### config.mk
export PLATFORM = sky130hd
export DESIGN_NAME = uart_keyword_led_sequencer
export DESIGN_NICKNAME = d
export VERILOG_FILES = /design/src/hdl/ukls_pkg.sv /design/src/hdl/uart_keyword_led_sequencer.sv
export SDC_FILE = /design/constraint.sdc
export NUM_CORES = 1
export LEC_CHECK = 0
export BUFFER_PORTS_ARGS = -buffer_cell sky130_fd_sc_hd__buf_2
export CAP_MARGIN = 0
export CORE_MARGIN = 2
export CORE_UTILIZATION = 56
export DETAILED_ROUTE_END_ITERATION = 6
export PLACE_DENSITY = 0.84
export SETUP_SLACK_MARGIN = 0.2
export SYNTH_ARGS = -nofsm -noshare
export SYNTH_HDL_FRONTEND = slang
export SYNTH_SLANG_ARGS = --single-unit
export TNS_END_PERCENT = 5
### constraint.sdc
create_clock -name clk_i -period 4.7 [get_ports clk_i]
set_clock_uncertainty 0.05 [all_clocks]
set_input_delay 0.705 -clock clk_i [delete_from_list [all_inputs] [get_ports clk_i]]
set_output_delay 0.705 -clock clk_i [all_outputs]
set_load 0.01 [all_outputs]
### src/hdl/ukls_pkg.sv
// Package for the keyword LED sequencer: payload structs, pattern modes,
// register map, microcode format and program, keyword and pattern tables.
// No dependencies.
package ukls_pkg;

  typedef struct packed {
    logic       action;
    logic [7:0] rx_byte;
  } in_item_t;

  typedef struct packed {
    logic       echo_valid;
    logic [7:0] echo_byte;
    logic       last_result;
    logic [7:0] led_lines;
    logic       busy_res;
  } out_item_t;

  typedef enum logic [1:0] {
    MODE_IDLE  = 2'd0,
    MODE_ALL   = 2'd1,
    MODE_ALT   = 2'd2,
    MODE_SHIFT = 2'd3
  } mode_e;

  localparam int unsigned CFG_AW = 4;
  localparam logic [1:0] REG_STEP_TICKS   = 2'd0;
  localparam logic [1:0] REG_REPEAT_COUNT = 2'd1;
  localparam logic [1:0] REG_ALT_MASK     = 2'd2;

  localparam logic [15:0] STEP_TICKS_RST   = 16'd500;
  localparam logic [3:0]  REPEAT_COUNT_RST = 4'd3;
  localparam logic [7:0]  ALT_MASK_RST     = 8'hAA;
  localparam logic [7:0]  LED_OFF          = 8'hFF;
  localparam logic [7:0]  CHAR_NEWLINE     = 8'h0A;

  // Keyword identifiers and text
  localparam logic [1:0] KW_ALL   = 2'd0;
  localparam logic [1:0] KW_ALT   = 2'd1;
  localparam logic [1:0] KW_SHIFT = 2'd2;
  localparam int unsigned KW_NUM  = 3;
  localparam int unsigned KW_ALL_LEN   = 13;
  localparam int unsigned KW_ALT_LEN   = 7;
  localparam int unsigned KW_SHIFT_LEN = 9;
  localparam logic [8*KW_ALL_LEN-1:0]   KW_ALL_TEXT   = {"LED_ALL", "_ONOFF"};
  localparam logic [8*KW_ALT_LEN-1:0]   KW_ALT_TEXT   = "LED_ALT";
  localparam logic [8*KW_SHIFT_LEN-1:0] KW_SHIFT_TEXT = {"LED_", "SHIFT"};

  typedef enum logic [2:0] {
    OP_NOP,
    OP_LATCH,
    OP_STORE,
    OP_START,
    OP_TICK,
    OP_CLEAR,
    OP_EMIT,
    OP_ECHO
  } uop_e;

  typedef enum logic [3:0] {
    C_NEVER,
    C_ALWAYS,
    C_NO_IN,
    C_TICK,
    C_BUSY,
    C_NOT_END,
    C_NO_KW,
    C_OUT_FULL,
    C_MORE
  } cond_e;

  localparam int unsigned UPC_W = 4;
  typedef logic [UPC_W-1:0] upc_t;

  typedef struct packed {
    uop_e  op;
    cond_e cond;
    upc_t  target;
    logic  done;
  } uword_t;

  localparam upc_t U_FETCH    = 4'd0;
  localparam upc_t U_DISPATCH = 4'd1;
  localparam upc_t U_BYTE     = 4'd2;
  localparam upc_t U_STORE    = 4'd3;
  localparam upc_t U_CHECK    = 4'd4;
  localparam upc_t U_KWCHK    = 4'd5;
  localparam upc_t U_START    = 4'd6;
  localparam upc_t U_CLR      = 4'd7;
  localparam upc_t U_EMIT     = 4'd8;
  localparam upc_t U_TICK     = 4'd9;
  localparam upc_t U_ERD      = 4'd10;
  localparam upc_t U_EOUT     = 4'd11;
  localparam upc_t U_ENEXT    = 4'd12;
  localparam upc_t U_EDONE    = 4'd13;

  // Control store: taken branch goes to target, else next step, or fetch on done
  function automatic uword_t ucode(upc_t pc);
    uword_t w;
    w = '{op: OP_NOP, cond: C_ALWAYS, target: U_FETCH, done: 1'b0};
    case (pc)
      U_FETCH:    w = '{op: OP_LATCH, cond: C_NO_IN,    target: U_FETCH, done: 1'b0};
      U_DISPATCH: w = '{op: OP_NOP,   cond: C_TICK,     target: U_TICK,  done: 1'b0};
      U_BYTE:     w = '{op: OP_NOP,   cond: C_BUSY,     target: U_EMIT,  done: 1'b0};
      U_STORE:    w = '{op: OP_STORE, cond: C_NEVER,    target: U_FETCH, done: 1'b0};
      U_CHECK:    w = '{op: OP_NOP,   cond: C_NOT_END,  target: U_EMIT,  done: 1'b0};
      U_KWCHK:    w = '{op: OP_NOP,   cond: C_NO_KW,    target: U_CLR,   done: 1'b0};
      U_START:    w = '{op: OP_START, cond: C_ALWAYS,   target: U_ERD,   done: 1'b0};
      U_CLR:      w = '{op: OP_CLEAR, cond: C_NEVER,    target: U_FETCH, done: 1'b0};
      U_EMIT:     w = '{op: OP_EMIT,  cond: C_OUT_FULL, target: U_EMIT,  done: 1'b1};
      U_TICK:     w = '{op: OP_TICK,  cond: C_ALWAYS,   target: U_EMIT,  done: 1'b0};
      U_ERD:      w = '{op: OP_NOP,   cond: C_NEVER,    target: U_FETCH, done: 1'b0};
      U_EOUT:     w = '{op: OP_ECHO,  cond: C_OUT_FULL, target: U_EOUT,  done: 1'b0};
      U_ENEXT:    w = '{op: OP_NOP,   cond: C_MORE,     target: U_ERD,   done: 1'b0};
      U_EDONE:    w = '{op: OP_CLEAR, cond: C_NEVER,    target: U_FETCH, done: 1'b1};
      default:    w = '{op: OP_NOP,   cond: C_ALWAYS,   target: U_FETCH, done: 1'b0};
    endcase
    return w;
  endfunction

  function automatic logic [3:0] kw_len(logic [1:0] id);
    logic [3:0] n;
    case (id)
      KW_ALL:   n = 4'(KW_ALL_LEN);
      KW_ALT:   n = 4'(KW_ALT_LEN);
      KW_SHIFT: n = 4'(KW_SHIFT_LEN);
      default:  n = 4'd0;
    endcase
    return n;
  endfunction

  // Character i of a keyword, counted from its first letter; i below its length
  function automatic logic [7:0] kw_char(logic [1:0] id, logic [3:0] i);
    logic [7:0] ch;
    ch = 8'h00;
    case (id)
      KW_ALL:   ch = KW_ALL_TEXT[8*(KW_ALL_LEN-1-int'(i)) +: 8];
      KW_ALT:   ch = KW_ALT_TEXT[8*(KW_ALT_LEN-1-int'(i)) +: 8];
      KW_SHIFT: ch = KW_SHIFT_TEXT[8*(KW_SHIFT_LEN-1-int'(i)) +: 8];
      default:  ch = 8'h00;
    endcase
    return ch;
  endfunction

  // Substring match step. All keywords start with "LED_" and 'L' recurs only
  // inside the keyword, so on a mismatch the only prefixes that can survive
  // are "L" and "LE" (the latter when the last matched letter was an 'L').
  function automatic logic [3:0] kw_next(logic [1:0] id, logic [3:0] p, logic [7:0] c);
    logic [3:0] n;
    logic [3:0] len;
    n   = 4'd0;
    len = kw_len(id);
    if (p >= len) begin
      n = len;
    end else if (c == kw_char(id, p)) begin
      n = p + 4'd1;
    end else if (c == "L") begin
      n = 4'd1;
    end else if (c == "E" && p != 4'd0 && kw_char(id, p - 4'd1) == "L") begin
      n = 4'd2;
    end
    return n;
  endfunction

  function automatic logic [3:0] pattern_steps(mode_e mode);
    logic [3:0] n;
    case (mode)
      MODE_ALL:   n = 4'd2;
      MODE_ALT:   n = 4'd2;
      MODE_SHIFT: n = 4'd15;
      default:    n = 4'd1;
    endcase
    return n;
  endfunction

  function automatic logic [7:0] pattern_led(mode_e mode, logic [3:0] s, logic [7:0] alt);
    logic [7:0] led;
    led = LED_OFF;
    case (mode)
      MODE_ALL: led = (s == 4'd0) ? 8'h00 : LED_OFF;
      MODE_ALT: led = (s == 4'd0) ? alt : ~alt;
      MODE_SHIFT: begin
        if (s < 4'd7) begin
          led = ~(8'h01 << s);
        end else if (s < 4'd15) begin
          led = ~(8'h80 >> (s - 4'd7));
        end
      end
      default: led = LED_OFF;
    endcase
    return led;
  endfunction

endpackage

### src/hdl/uart_keyword_led_sequencer.sv
// Keyword LED sequencer top level: microcoded control, line buffer, APB registers.
// Depends on ukls_pkg (types, microcode program, keyword and pattern tables).
// Output: a tick or a byte that ends no matched line gives one transfer; a matched
// line echoes its N bytes (N up to LINE_BYTES), each read from the line buffer,
// sent when the output is free, then checked for more.
// One item at a time: the next item is taken when the program returns to fetch.
// Reset: registers to defaults, line empty, LEDs off; line buffer is not cleared.
module uart_keyword_led_sequencer
  import ukls_pkg::*;
#(
  parameter int unsigned LINE_BYTES = 64
) (
  input  logic              clk_i,
  input  logic              rst_ni,
  input  logic              in_valid_i,
  output logic              in_stall_o,
  input  in_item_t          in_data_i,
  output logic              out_valid_o,
  input  logic              out_stall_i,
  output out_item_t         out_data_o,
  input  logic              psel,
  input  logic              penable,
  input  logic              pwrite,
  input  logic [CFG_AW-1:0] paddr,
  input  logic [31:0]       pwdata,
  output logic [31:0]       prdata,
  output logic              pready
);

  localparam int unsigned AW = $clog2(LINE_BYTES);
  localparam int unsigned LW = $clog2(LINE_BYTES + 1);

  logic [15:0] step_ticks_q;
  logic [3:0]  repeat_count_q;
  logic [7:0]  alt_mask_q;

  upc_t        upc_q, upc_d;
  in_item_t    item_q, item_d;
  logic [LW-1:0] len_q, len_d;
  logic [LW-1:0] idx_q, idx_d;
  logic [3:0]  prog_q [KW_NUM];
  logic [3:0]  prog_d [KW_NUM];
  logic [2:0]  found_q, found_d;
  logic        zero_q, zero_d;
  mode_e       mode_q, mode_d;
  logic [3:0]  rep_q, rep_d;
  logic [3:0]  step_q, step_d;
  logic [15:0] tick_q, tick_d;
  logic [7:0]  led_q, led_d;
  logic        out_valid_q, out_valid_d;
  out_item_t   out_q, out_d;

  logic [7:0]  line_mem [LINE_BYTES];
  logic [7:0]  rd_q;

  uword_t      uw;
  logic        out_free;
  logic        take;

  assign uw       = ucode(upc_q);
  assign out_free = !out_valid_q || !out_stall_i;

  // Branch condition and sequencer
  always_comb begin
    case (uw.cond)
      C_NEVER:    take = 1'b0;
      C_ALWAYS:   take = 1'b1;
      C_NO_IN:    take = !in_valid_i;
      C_TICK:     take = item_q.action;
      C_BUSY:     take = (mode_q != MODE_IDLE);
      C_NOT_END:  take = (item_q.rx_byte != CHAR_NEWLINE) && (len_q < LW'(LINE_BYTES));
      C_NO_KW:    take = (found_q == 3'b000);
      C_OUT_FULL: take = !out_free;
      C_MORE:     take = (idx_q < len_q);
      default:    take = 1'b0;
    endcase
    if (take) begin
      upc_d = uw.target;
    end else if (uw.done) begin
      upc_d = U_FETCH;
    end else begin
      upc_d = upc_q + upc_t'(1);
    end
  end

  assign in_stall_o = (uw.op != OP_LATCH);

  // Datapath driven by the current control word
  always_comb begin
    logic [15:0] limit;
    logic [16:0] t;
    logic [3:0]  s;
    logic [3:0]  r;
    mode_e       m;
    item_d      = item_q;
    len_d       = len_q;
    idx_d       = idx_q;
    prog_d      = prog_q;
    found_d     = found_q;
    zero_d      = zero_q;
    mode_d      = mode_q;
    rep_d       = rep_q;
    step_d      = step_q;
    tick_d      = tick_q;
    led_d       = led_q;
    out_valid_d = out_valid_q && out_stall_i;
    out_d       = out_q;
    limit       = (step_ticks_q == 16'd0) ? 16'd1 : step_ticks_q;
    t           = {1'b0, tick_q} + 17'd1;
    s           = step_q + 4'd1;
    r           = rep_q + 4'd1;
    m           = found_q[0] ? MODE_ALL : (found_q[1] ? MODE_ALT : MODE_SHIFT);

    case (uw.op)
      OP_LATCH: begin
        if (in_valid_i) begin
          item_d = in_data_i;
        end
      end
      OP_STORE: begin
        len_d = len_q + LW'(1);
        if (item_q.rx_byte == 8'h00) begin
          zero_d = 1'b1;
        end
        // matching halts from the first zero byte to the line end
        if (!zero_q && item_q.rx_byte != 8'h00) begin
          for (int k = 0; k < KW_NUM; k++) begin
            prog_d[k] = kw_next(2'(k), prog_q[k], item_q.rx_byte);
            if (prog_d[k] >= kw_len(2'(k))) begin
              found_d[k] = 1'b1;
            end
          end
        end
      end
      OP_START: begin
        mode_d = MODE_IDLE;
        rep_d  = 4'd0;
        step_d = 4'd0;
        tick_d = 16'd0;
        led_d  = LED_OFF;
        idx_d  = '0;
        if (repeat_count_q != 4'd0) begin
          mode_d = m;
          led_d  = pattern_led(m, 4'd0, alt_mask_q);
        end
      end
      OP_TICK: begin
        if (mode_q != MODE_IDLE) begin
          if (t >= {1'b0, limit}) begin
            tick_d = 16'd0;
            if (s >= pattern_steps(mode_q)) begin
              step_d = 4'd0;
              rep_d  = r;
              if (r >= repeat_count_q) begin
                mode_d = MODE_IDLE;
                rep_d  = 4'd0;
                led_d  = LED_OFF;
              end else begin
                led_d = pattern_led(mode_q, 4'd0, alt_mask_q);
              end
            end else begin
              step_d = s;
              led_d  = pattern_led(mode_q, s, alt_mask_q);
            end
          end else begin
            tick_d = t[15:0];
          end
        end
      end
      OP_CLEAR: begin
        len_d   = '0;
        found_d = 3'b000;
        zero_d  = 1'b0;
        for (int k = 0; k < KW_NUM; k++) begin
          prog_d[k] = 4'd0;
        end
      end
      OP_EMIT: begin
        if (out_free) begin
          out_valid_d = 1'b1;
          out_d       = '{echo_valid: 1'b0, echo_byte: 8'h00, last_result: 1'b1,
                          led_lines: led_q, busy_res: (mode_q != MODE_IDLE)};
        end
      end
      OP_ECHO: begin
        if (out_free) begin
          out_valid_d = 1'b1;
          out_d       = '{echo_valid: 1'b1, echo_byte: rd_q,
                          last_result: (idx_q + LW'(1) == len_q),
                          led_lines: led_q, busy_res: (mode_q != MODE_IDLE)};
          idx_d       = idx_q + LW'(1);
        end
      end
      default: ;
    endcase
  end

  always_ff @(posedge clk_i or negedge rst_ni) begin
    if (!rst_ni) begin
      upc_q       <= U_FETCH;
      len_q       <= '0;
      idx_q       <= '0;
      found_q     <= 3'b000;
      zero_q      <= 1'b0;
      mode_q      <= MODE_IDLE;
      rep_q       <= 4'd0;
      step_q      <= 4'd0;
      tick_q      <= 16'd0;
      led_q       <= LED_OFF;
      out_valid_q <= 1'b0;
      for (int k = 0; k < KW_NUM; k++) begin
        prog_q[k] <= 4'd0;
      end
    end else begin
      upc_q       <= upc_d;
      len_q       <= len_d;
      idx_q       <= idx_d;
      found_q     <= found_d;
      zero_q      <= zero_d;
      mode_q      <= mode_d;
      rep_q       <= rep_d;
      step_q      <= step_d;
      tick_q      <= tick_d;
      led_q       <= led_d;
      out_valid_q <= out_valid_d;
      prog_q      <= prog_d;
    end
  end

  always_ff @(posedge clk_i) begin
    item_q <= item_d;
    out_q  <= out_d;
  end

  // Line buffer: write at the fill position, read at the echo position
  always_ff @(posedge clk_i) begin
    if (uw.op == OP_STORE) begin
      line_mem[len_q[AW-1:0]] <= item_q.rx_byte;
    end
    rd_q <= line_mem[idx_q[AW-1:0]];
  end

  // Register port
  always_ff @(posedge clk_i or negedge rst_ni) begin
    if (!rst_ni) begin
      step_ticks_q   <= STEP_TICKS_RST;
      repeat_count_q <= REPEAT_COUNT_RST;
      alt_mask_q     <= ALT_MASK_RST;
    end else if (psel && penable && pwrite) begin
      case (paddr[CFG_AW-1:2])
        REG_STEP_TICKS:   step_ticks_q   <= pwdata[15:0];
        REG_REPEAT_COUNT: repeat_count_q <= pwdata[3:0];
        REG_ALT_MASK:     alt_mask_q     <= pwdata[7:0];
        default: ;
      endcase
    end
  end

  always_comb begin
    case (paddr[CFG_AW-1:2])
      REG_STEP_TICKS:   prdata = {16'd0, step_ticks_q};
      REG_REPEAT_COUNT: prdata = {28'd0, repeat_count_q};
      REG_ALT_MASK:     prdata = {24'd0, alt_mask_q};
      default:          prdata = 32'd0;
    endcase
  end

  assign pready      = 1'b1;
  assign out_valid_o = out_valid_q;
  assign out_data_o  = out_q;

endmodule

==> metrics, run 1 <==
Logic pwr share=0.262; buffers and inverters on the worst path=0; root buffer cell=clkbuf_16; TritonCTS clock tree=done; DR iter-0 viols=2,446; fin cells=approximately 2,700; Final Max Tran Viols=0; Cell Rows=84; P_int=approximately 12 mW; cell count after synthesis=approximately 1,900; Yosys reg bits=645; Die Ht=234 µm; Seq pwr share=0.428; Fill cells=about 3,500; Placer Congestion=0.858; Port Buffers=70; Unique masters post-synth=94; clk buf depth=3; maximum clock rate=0.241 GHz; crit share post-route=0.882; Core Box Area=roughly 52,000 µm²; Final Cell Area=roughly 33,000 µm²; Final setup viols=0; Die Wd=between 200 and 250 µm; Pwr Density=about 510 nW/µm²; final WL=72,300 µm; post-synthesis sequential area ratio=0.635; vias in the first global route=around 18,000; DP Wirelength=about 43,000 µm; Switching Fraction=0.309; Placed Cells=~2,600; cell taking the most area after synthesis=edfxtp_1; H-tree levels=3; Worst EP required=between 5 and 6 ns; largest net degree at the start of global routing=slightly below 80; max-cap check violation count=0; mapped cell area=between 20,000 and 30,000 µm²; CTS Buf Count=66; Switch Pwr=5.15 mW; peak supply drop=~0.39 mV; initial core utilization=0.566; Hold Slack=0.105 ns; clock-pin slew on the worst setup and hold paths=about 0.060 ns; initial antenna violation count=4; Synth area leaders=edfxtp_1, mux4_2, dfrtp_1; Clock Latency Late Sink=0.61 ns; total number of vias=approximately 18,000; synth warn=0; FFs w/ async S/R, synth=0.150; cell breakdown of the critical path=nand3_1, nor2_1, and3_1, and3_1, nand3_1, xnor2_1, ha_1, nand2_1, o21ai_0, a2111oi_0, a21oi_1, o21a_1, o31a_1, mux2_1; Crit path max-delay family=compound AO/OA/AOI/OAI gates; Setup Crit Path Kind=flop to flop; most frequent cells in the layout=edfxtp_1, mux4_2, nor2_1; Total GRT Usage=0.270; number of synthesized flops with an enable pin=540; placed cell area=30,500 µm²; critical path's slowest cell=dfrtp_1; drt drc=0; CP endpoint kind=flop; total power=between 15 and 20 mW; RSZ-0062 raised after global routing=true; die area=around 55,000 µm²; DR pass1 iterations=6; Post-CTS Hold Fix Bufs=0; Post-DRT Antenna Nets=0; clock sink count=roughly 650; WL/cell=around 27 µm; worst slew pin tran=approximately 1.3 ns; Mapped Avg Cell Area=roughly 15 µm²; clock share of power=0.310; crit path max fanout=11; area share of the largest cell type after synthesis=0.547; Ports=roughly 110; first-pass GRT wire length=between 100,000 and 150,000 µm; WP data arrival=~4.6 ns; vias per inst=between 6 and 7; gr ovfl total=0; area grow syn2layout=10.2%; status=complete, no violations; Nets=around 2,100; layout cell share with drive strength beyond 1=0.217; Final Hold Vio Count=0; worst stage delay on the critical path=0.45 ns; Worst slew margin=0.139; Tmin final=4.14 ns; setup TNS=0 ns; critical path startpoint category=flop; commonest non-fill, non-tap cell in the layout=edfxtp_1; Hold WC Path Type=input pin to async pin; Synth Flop Type=edfxtp_1; Lkg Pwr=around 11 nW
metal layers:
metal | GRT usage | routed length, µm | vias up
met5 | 0 | 22 | -
met4 | 0.0744 | 1780 | 4
met3 | 0.0479 | 6470 | 140
met2 | 0.461 | 36900 | 1048
met1 | 0.360 | 27200 | 9116
li1 | - | - | 7568
power groups by stage:
stage | registers (mW) | clock network (mW) | logic, mW
finish | 7.14 | 5.18 | 4.37
global route | 7.17 | 5.42 | 4.66
CTS | 7.13 | 5.22 | 4.35
detailed placement | 7.23 | 0 | 4.27
global placement | 7.21 | 0 | 4.10
floorplan | 7.17 | 0 | 3.03
Yosys cell counts, types with 7 or more instances:
| cell type | number |
|---|---|
| o31ai_1 | 19 |
| nand4_1 | 8 |
| buf_4 | 28 |
| or2_2 | 12 |
| mux2_2 | 19 |
| o21ai_0 | 60 |
| nor2b_1 | 22 |
| nor2_1 | 111 |
| xor2_1 | 30 |
| mux4_2 | 168 |
| mux2i_1 | 19 |
| nor4_1 | 18 |
| nand3b_1 | 8 |
| dfrtp_1 | 77 |
| dfstp_2 | 20 |
| a211oi_1 | 11 |
| and3_1 | 8 |
| o21ai_1 | 9 |
| nand2b_1 | 15 |
| inv_1 | 61 |
| a21o_1 | 12 |
| nand2_1 | 90 |
| buf_2 | 29 |
| edfxtp_1 | 540 |
| nor3_1 | 27 |
| ha_1 | 71 |
| dfxtp_1 | 8 |
| a21oi_1 | 60 |
| and2_1 | 15 |
| a31oi_1 | 12 |
| o211ai_1 | 17 |
| xnor2_1 | 28 |
| nor3b_1 | 8 |
| clkbuf_1 | 68 |
| nand3_1 | 45 |
| a32o_1 | 9 |
| buf_1 | 7 |
| or3_1 | 12 |
through the flow:
step                      setup slack [ns]  utilization
final                                0.557        0.623
after global routing                 0.184        0.623
after CTS                            0.583        0.623
after detailed placement             0.578        0.582
after global placement               0.644        0.582
after floorplan                       1.14            -
timing repair:
item	in CTS	in global routing
setup endpoints to repair	0	5
resized for setup	0	1
buffers inserted	0	0
final timing paths:
kind                       slack (ns)  cells past startpoint          from               to
setup / recovery                 0.56                     14     tick_q[2]         led_q[4]
hold / removal                   0.11                      1        rst_ni  step_ticks_q[9]
setup reg to reg                 0.56                     14     tick_q[2]         led_q[4]
hold reg to reg                  0.47                      0      led_q[2]    out_data_o[3]
max in group asynchronous        3.44                      2        rst_ni        tick_q[0]
min in group clk_i               0.22                      1  in_data_i[2]        item_q[2]
worst reg2reg max path, cell delays in order, from the launching register on:
cell and delay [ns]:
dfrtp_1 0.45, nand3_1 0.24, nor2_1 0.26, and3_1 0.26, and3_1 0.31, nand3_1 0.12
xnor2_1 0.23, ha_1 0.28, nand2_1 0.09, o21ai_0 0.10, a2111oi_0 0.37, a21oi_1 0.20
o21a_1 0.22, o31a_1 0.45, mux2_1 0.40
flip-flops by register name, indices dropped and copies added, names as in the netlist:
register and count:
led_q 8, idx_q 7, step_q 4, found_q 3
line_mem 512, repeat_count_q 4, upc_q 4, step_ticks_q 16
out_data_o 19, len_q 7, item_q 9, alt_mask_q 8
rd_q 8, out_valid_o 1, mode_q 2, zero_q 1
rep_q 4, prog_q 12, tick_q 16
final cells by class:
class	instances	area (µm²)	share of cell area
clock inverters	25	280	0.00858
flip-flops and latches	645	18800	0.576
inverters	65	244	0.00747
repair buffers	97	593	0.0182
diodes	1	2.50	0.0000766
clock buffers	95	1860	0.0570
well taps	688	861	0.0263
multi-input cells	1086	9990	0.306
kinds of logic (layout without fill, tap and decap cells):
family,Yosys count,in the layout,synth area share
adders and majority gates,71,71,0.0300
AOI/OAI and AO/OA,296,296,0.0691
muxes,211,211,0.143
other,2,18,0.000253
buffers and inverters,199,282,0.0305
DFF,645,645,0.635
and+or+nand+nor,433,433,0.0752
xor gates and xnor gates,58,58,0.0171
Note: power is estimated with default switching activity, not from simulation.
==> run 2, diff against run 1 <==
--- a/config.mk
+++ b/config.mk
@@ -11,5 +11,5 @@
 export CORE_UTILIZATION = 56
 export DETAILED_ROUTE_END_ITERATION = 6
-export PLACE_DENSITY = 0.84
+export PLACE_DENSITY = 0.73
 export SETUP_SLACK_MARGIN = 0.2
 export SYNTH_ARGS = -nofsm -noshare
==> constraint.sdc (replaced) <==
create_clock -name clk_i -period 4.7 [get_ports clk_i]
set_clock_uncertainty 0.05 [all_clocks]
set_input_delay 0.47 -clock clk_i [delete_from_list [all_inputs] [get_ports clk_i]]
set_output_delay 0.47 -clock clk_i [all_outputs]
set_load 0.01 [all_outputs]
==> run 2 against run 1 <==
Compared with the run above:
- clock-buffer cell count is 10 lower
- cell count up 0.26%
- register-to-register slack hardly changed
- worst setup slack improved by 0.0041 ns
- fmax about the same
- first-iteration DRC count down 27%
==> metrics, run 2 (same netlist as run 1, synthesis figures left out) <==
die area=between 50,000 and 60,000 µm²; status=complete, no violations; layout cell share with drive strength beyond 1=0.220; R2R depth=14; worst slew pin tran=about 1.2 ns; total number of vias=17,100; M1 wire length=about 28,000 µm; Final Hold Vio Count=0; clock-pin slew on the worst setup and hold paths=0.07 ns; CP endpoint kind=flop; buffers and inverters on the worst path=0; max-cap check violation count=0; maximum clock rate=0.242 GHz; Clock Latency Late Sink=slightly below 0.6 ns; first-pass GRT wire length=roughly 100,000 µm; total power=16.6 mW; vias in the first global route=17,000; worst r2r dst=step_q[2]; diodes inserted=0; Hold Path End=step_ticks_q[13]; Final Max Tran Viols=0; Total GRT Usage=0.254; peak supply drop=0.373 mV; Hold WC Path Type=input pin to flop; crit share post-route=0.881; Worst EP required=~5.1 ns; CTS Buf Count=just under 70; multi-input logic area=roughly 10,000 µm²; root buffer cell=clkbuf_16; crit path max fanout=12; Lkg Pwr=~11 nW; max FFs per register=just over 500; DR iter-0 viols=between 1,500 and 2,000; Worst slew margin=0.197; Tmin final=just over 4 ns; Die Ht=between 200 and 250 µm; most frequent cells in the layout=edfxtp_1, mux4_2, nor2_1; drt drc=0; Crit path max-delay family=compound AO/OA/AOI/OAI gates; Die Wd=between 200 and 250 µm; top sig layer=met4; Nets=between 2,000 and 2,500; clock sink count=about 650; Placer Congestion=0.878; worst r2r src=tick_q[2]; initial core utilization=0.566; H-tree levels=3; Pwr Density=between 500 and 600 nW/µm²; DP Wirelength=around 42,000 µm; setup TNS=0 ns; WP data arrival=approximately 4.6 ns; largest net degree at the start of global routing=roughly 100; critical path startpoint category=flop; Fill cells=3,687; Ports=around 110; clk buf depth=3; Port Buffers=70; commonest non-fill, non-tap cell in the layout=edfxtp_1; Core Box Area=about 52,000 µm²; RSZ-0062 raised after global routing=false; initial antenna violation count=1; min-delay src=pwdata[13]; Cell Rows=84; met3 WL post-DR=just over 5000 µm; gr ovfl total=0; cell breakdown of the critical path=nand3_1, nor2_2, and3_1, and3_1, nand3_1, xnor2_1, ha_1, nand2_1, o21ai_0, a2111oi_0, a21oi_1, o21a_1, o31a_2, mux2_2; Reg area=between 15,000 and 20,000 µm²; WL/cell=~25 µm; metal2 WL=32,900 µm; worst stage delay on the critical path=0.49 ns; Hold Path Depth=3; vias per inst=6.33; Post-DRT Antenna Nets=0; area grow syn2layout=10.5%; Final setup viols=0; Setup Crit Path Kind=flop to flop; final WL=67,700 µm; DR pass1 iterations=5; R2R setup slack=0.56 ns; TritonCTS clock tree=done; critical path's slowest cell=o31a_2
[run 2: cell types whose count changed in the layout (fill, tap and decap cells not counted), sizes merged]
cell | before | now
clkinv | 21 | 26
diode | 1 | 0
clkinvlp | 1 | 5
dlygate4sd3 | 0 | 10
bufinv | 3 | 4
clkbuf | 95 | 85
buf | 97 | 95
[run 2: how the worst max path moves through the flow]
stage / start / endpoint / slack [ns] / depth (start not counted)
after global routing: tick_q[2] / step_q[2] / 0.22 / 14
final: tick_q[2] / step_q[2] / 0.56 / 14
after global placement: tick_q[2] / step_q[2] / 0.55 / 14
after detailed placement: tick_q[2] / led_q[3] / 0.55 / 14
after CTS: tick_q[2] / step_q[2] / 0.50 / 13
after floorplan: tick_q[2] / led_q[3] / 1.14 / 16
[run 2: layout make-up]
type / instances / area share
clock buffer: 85 / 0.0564
sequential: 645 / 0.574
timing repair buffer: 105 / 0.0211
tap: 688 / 0.0263
clock inverter: 35 / 0.00931
multi-input combinational: 1086 / 0.305
inverter: 65 / 0.00744
[run 2: timing repair]
item,in CTS,in global routing
hold buffers,10,0
gates resized for setup,0,2
endpoints found under the hold margin,55,0
setup endpoints to repair,0,11
buffers inserted,0,0
[run 2: metrics by stage]
stage / cells / worst slack [ns] / util / area, µm² / hold WS, ns
2_1_floorplan: 1930 / 1.14 / - / 29700 / 0.124
3_3_place_gp: 2579 / 0.550 / 0.582 / 30500 / 0.435
3_5_place_dp: 2579 / 0.550 / 0.582 / 30500 / 0.442
4_1_cts: 2709 / 0.505 / 0.625 / 32800 / 0.0271
5_1_grt: 2709 / 0.224 / 0.625 / 32800 / 0.0509
6_report: 2709 / 0.561 / 0.625 / 32800 / 0.0616
[run 2: routing by layer]
metal	vias to the layer above	track usage
li1	7612	-
met1	8681	0.353
met2	744	0.409
met3	107	0.0457
met4	0	0.0880
met5	-	0
[run 2: power by group]
part,switching [mW],internal (mW)
Sequential,0.370,6.78
Clock,2.18,3.02
Combinational,2.49,1.80
[run 2: worst register-to-register path: cells and delay by family (launching register included)]
kind | cells | cell delay [ns]
muxes | 1 | 0.31
xor gates and xnor gates | 1 | 0.23
adders and majority gates | 1 | 0.28
AOI/OAI and AO/OA | 5 | 1.45
DFF | 1 | 0.46
and+or+nand+nor | 6 | 1.24
